[config.mk]
export PLATFORM = sky130hd
export DESIGN_NAME = aht_ram
export DESIGN_NICKNAME = d
export VERILOG_FILES = /design/src/address_keyed_hash_table_assert.svh /design/src/aht_ram.sv
export SDC_FILE = /design/constraint.sdc
export NUM_CORES = 1
export LEC_CHECK = 0
export BUFFER_PORTS_ARGS = -buffer_cell sky130_fd_sc_hd__buf_2
export CAP_MARGIN = 20
export CORE_MARGIN = 2
export CORE_UTILIZATION = 39
export CTS_BUF_LIST = sky130_fd_sc_hd__clkbuf_4 sky130_fd_sc_hd__clkbuf_8
export DETAILED_ROUTE_END_ITERATION = 10
export GPL_ROUTABILITY_DRIVEN = 0
export GPL_TIMING_DRIVEN = 0
export HOLD_SLACK_MARGIN = 0.03
export PLACE_DENSITY = 0.64
export SYNTH_ARGS = -nofsm -noshare
export SYNTH_HDL_FRONTEND = slang
export SYNTH_SLANG_ARGS = --single-unit
[constraint.sdc]
create_clock -name aclk -period 3.19 [get_ports aclk]
set_clock_uncertainty 0.2 [all_clocks]
set_input_delay 0.957 -clock aclk [delete_from_list [all_inputs] [get_ports aclk]]
set_output_delay 0.957 -clock aclk [all_outputs]
set_load 0.01 [all_outputs]
[src/address_keyed_hash_table_assert.svh]
// Assertion macros used by the hash table RTL.
`ifndef ADDRESS_KEYED_HASH_TABLE_ASSERT_SVH
`define ADDRESS_KEYED_HASH_TABLE_ASSERT_SVH

// Same-cycle implication, disabled while reset is asserted.
`define AHT_ASSERT_IMPL(lbl, clk, rst_n, ante, cons) \
    lbl: assert property (@(posedge clk) disable iff (!(rst_n)) (ante) |-> (cons)) \
        else $error("hash table assertion failed");

// Next-cycle implication, disabled while reset is asserted.
`define AHT_ASSERT_NEXT(lbl, clk, rst_n, ante, cons) \
    lbl: assert property (@(posedge clk) disable iff (!(rst_n)) (ante) |=> (cons)) \
        else $error("hash table assertion failed");

`endif

[src/aht_ram.sv]
module aht_ram #(
    parameter int unsigned WIDTH = 8,
    parameter int unsigned DEPTH = 16
) (
    input  logic                     aclk,
    input  logic                     we,
    input  logic [$clog2(DEPTH)-1:0] waddr,
    input  logic [WIDTH-1:0]         wdata,
    input  logic [$clog2(DEPTH)-1:0] raddr,
    output logic [WIDTH-1:0]         rdata
);

    logic [WIDTH-1:0] mem [DEPTH];
    logic [WIDTH-1:0] rdata_reg;

    always_ff @(posedge aclk) begin
        if (we) begin
            mem[waddr] <= wdata;
        end
        rdata_reg <= mem[raddr];
    end

    assign rdata = rdata_reg;

endmodule
== Yosys cells after proc, flatten, opt, wreduce, memory -nomap -nowiden ==
Memory sizes are Yosys's and may differ from the RTL's. A register that Yosys moved wholly into a read port is not among the register bits.
Cells that the tools add are included.

* Logic and storage cells: 3
* Output and inout port bits: 8
* Register bits after elaboration: 0
* Bits in latches: 0
* Memories: 1
* Bits in writable memories: 128
* Bits in read-only memories: 0
* Input bits: 18

{| class="wikitable"
|+ Memory list
! name !! words !! bits a word !! read ports !! clocked after memory_dff !! wr ports !! line !! text
|-
| mem || 16 || 8 || 1 || 1 || 1 || aht_ram.sv:13 || <nowiki>logic [WIDTH-1:0] mem [DEPTH];</nowiki>
|}

* Mux-type cells: 2
* Bitwise logic cells: 0
* Order comparisons: 0
* Shift operators: 0
* Eq/ne operators: 0
* $mul: 0
* Divide/modulo/power cells: 0
* Add/sub/neg operators: 0
* Reductions and logical operators: 0

{| class="wikitable"
|+ Operators by type and width
! kind !! number
|-
| $mux 1 || 2
|}

== Longest topological paths before layout ==
* Word-level depth: 2
* Gate-level depth with buffers: 5
* Mapped depth without buffers: 3

== Least setup slack after synthesis ==
OpenSTA, ideal clock, no wires.

* Path type: input to register
* From: input port waddr[2]
* To: memory mem[0][0], enable pin
* Required time: 2,607 ps
* Stages: 2
* Buffers on the path: 0
* Setup time: 383 ps
* Slack: 540 ps
* Arrival: 2,067 ps
* Path through: or3b_2 nor3_1

{| class="wikitable"
|+ RTL lines
! item !! line !! text
|-
| start: declaration || aht_ram.sv:7 || <nowiki>input logic [$clog2(DEPTH)-1:0] waddr,</nowiki>
|-
| end: declaration || aht_ram.sv:13 ||
|}

Straight into the memory's write port.

== Worst setup path after layout ==
* From: input port waddr[2]
* To: memory mem[3][6], enable pin

Straight into the memory's write port.

==> flow_summary_export.csv <==
group,metric,value,unit
run_status,run_status,"finished, final reports clean",
clock_network,postCtsSetupRepairBufs,0,
detailed_routing,num_vias,2330,
die,dieArea,0.01413,mm²
critical_path,cpPeakStageDelay,0.62,ns
power,power.total,3501,µW
clock_network,clk_latency,0.43,ns
layout,nNetsFinal,294,
hold_path,worstHoldStart,"mem[11][3]",
critical_path,critPathMaxFanout,8,
detailed_routing,post-route-drc-count,0,
global_route,globalRoute.totalOverflow,0,
layout,largest_reg_flops,128,
run,maxCapViolCount,0,
timing,setup_ws,0.8305,ns
layout,area_delta_synth_final,14.05,%
layout,final_area,0.005871,mm²
power,p_leak,0.001948,µW
die,die_x,118.9,µm
critical_path,endpoint_kind,"flip-flop",
synth,synth_nets,247,
hold_path,hold_class,"flip-flop to flip-flop",
detailed_routing,drtIter0Drc,212,
global_route,grt_pass1_vias,2462,
clock_network,cts_sinks,136,
global_route,grt_max_degree,17,
critical_path,rr_worst_depth,3,
timing,hold_viol_final,0,
global_route,grt_usage,0.1528,
placed_design,dpl_cell_area,0.005510,mm²
critical_path,startpoint_type,"input port",
synth,seq_area_frac_synth,0.7778,
synth,synth_top_area_cell,"edfxtp_1",
hold_path,whs_path_depth,3,
placed_design,post-place-cells,429,
critical_path,path_class,"input port to flip-flop",
clock_network,holdBufCountCts,0,
power,max-vdd-ir-drop,0.2537,mV
clock_network,ctsHtreeMaxLevel,4,
die,core-area,0.01277,mm²
layout,final_cells,461,
timing,slew_viol_final,0,
synth,synth_area,0.005147,mm²
timing,rsz0062_at_grt,"false",
die,io_pins,26,
critical_path,crit_required,3.05,ns
critical_path,critical_path_arrival,2.22,ns
detailed_routing,wl_per_cell,21.69,µm
timing,max_slew_margin,0.4502,
layout,nFillCells,1096,
layout,drive_gt1_frac,0.2907,
timing,fmax,423.8,MHz
timing,min_period,2.359,ns
die,start_util,0.4030,
critical_path,r2r-start,"mem[13][0]",
detailed_routing,viasPerCell,5.054,
clock_network,clkSlewWorstSetupHoldPaths,0.07,ns
clock_network,cts_buffers,17,
timing,fin_crit_sh,0.7396,
global_route,grt_pass1_wl,15240,µm
clock_network,cts_resized,0,
detailed_routing,drt-total-wl,9999,µm
clock_network,cts_tree,"done",
synth,yosys_warnings,0,
detailed_routing,ant_nets,0,
synth,synth.area.top_cells,"edfxtp_1 (75%), mux4_2 (7.9%), mux4_1 (7.1%)",
synth,synth_top_area_frac,0.7467,
synth,avgSynthCellArea,22.48,µm²
synth,ys_types,19,
die,die_h,118.9,µm
timing,setup_viol,0,
hold_path,whs_endpoint,"rdata[3]",
critical_path,r2r_setup_slack,1.55,ns
critical_path,cp_cell_sequence,"buf_2, or3b_2, nor2_1",
detailed_routing,dr.pass1.iters,5,
placed_design,pre_cts_slack,0.3679,ns
die,rows,41,
critical_path,slowest_stage,"nor2_1",
clock_network,cts-root-buf,"clkbuf_8",
power,p_per_area,596.4,mW/mm²
synth,synth_seq_cells,136,
layout,antenna_cells,0,
critical_path,rr_endpoint,"rdata[0]",
synth,syn_inst,229,
placed_design,dp_hpwl,6466,µm
placed_design,io_buffers,24,
clock_network,clockBufferDepth,2,
global_route,antenna_found_initial,0,
timing,worst_pin_slew,0.8184,ns
## worst max-delay path: cells and delay by family
family	cells	cell delay, ns
simple gates	2	1.13
buf+inv	1	0.12
## layout by cell type, fill, tap and decap left out
master           instances
and2_1                   1
nand3b_1                 2
clkdlybuf4s25_2          3
nor2_1                  13
nor2b_1                  1
bufinv_16                2
clkinvlp_4               1
clkinv_1                 5
mux4_2                  18
edfxtp_1               128
nand2b_1                 2
buf_6                    3
clkbuf_8                17
nand3_1                  1
clkinv_2                 5
nand2_1                  9
mux4_1                  14
clkbuf_4                 2
or3b_2                   1
dfxtp_1                  8
nor3_1                   4
and2b_1                  1
buf_2                   28
buf_4                    4
a22oi_1                 16
## layer usage
| layer | wire [µm] | track usage | vias to the layer above |
|---|---|---|---|
| met5 | 0 | 0 | - |
| met4 | 119 | 0.04464 | 0 |
| met3 | 719 | 0.04789 | 7 |
| met2 | 4872 | 0.2356 | 71 |
| met1 | 4288 | 0.2104 | 1188 |
| li1 | - | - | 1064 |
## synth_stat cells
master	count
edfxtp_1	128
mux4_2	18
a22oi_1	16
mux4_1	14
nor2_1	13
nand2_1	9
dfxtp_1	8
nor3_1	4
buf_2	3
buf_6	3
clkdlybuf4s25_2	3
nand2b_1	2
nand3b_1	2
and2_1	1
and2b_1	1
buf_4	1
nand3_1	1
nor2b_1	1
or3b_2	1
## logic make-up after synthesis
logic type,Yosys count,share of synthesized area
compound gates,16,0.02334
buf+inv,10,0.01677
flops,136,0.7778
mux,32,0.1502
simple gates,35,0.03184
## worst max path at each step
stage	from	end	slack, ns
after floorplan	waddr[2]	mem[0][0]	0.54
after global placement	waddr[2]	mem[0][7]	-0.05
after detailed placement	waddr[2]	mem[3][7]	0.37
after CTS	waddr[2]	mem[3][6]	0.82
after global routing	waddr[2]	mem[0][6]	0.73
final	waddr[2]	mem[3][6]	0.83
## where the power goes
group | internal [µW] | switching, µW | total, µW
logic | 80.2 | 113 | 194
registers | 2000 | 8.90 | 2000
clock network | 690 | 613 | 1300
total | 2770 | 735 | 3500
## per-stage QoR
stage                       util  hold slack, ns  setup TNS [ns]
after global placement    0.4292          0.4624         -0.3784
after CTS                 0.4596          0.4897               0
after detailed placement  0.4314          0.4730               0
after floorplan                -          0.4293               0
after global routing      0.4596          0.5280               0
final                     0.4596          0.4878               0
## layout make-up
class | count | area [µm²] | share of cell area
Tap cell | 172 | 215.2 | 0.03666
Sequential cell | 136 | 4004 | 0.6820
Clock inverter | 13 | 111.4 | 0.01897
Multi-Input combinational cell | 83 | 1057 | 0.1801
Timing Repair Buffer | 28 | 147.6 | 0.02515
Buffer | 10 | 86.33 | 0.01471
Clock buffer | 19 | 249.0 | 0.04241
Power figures use the tool's default switching activity.
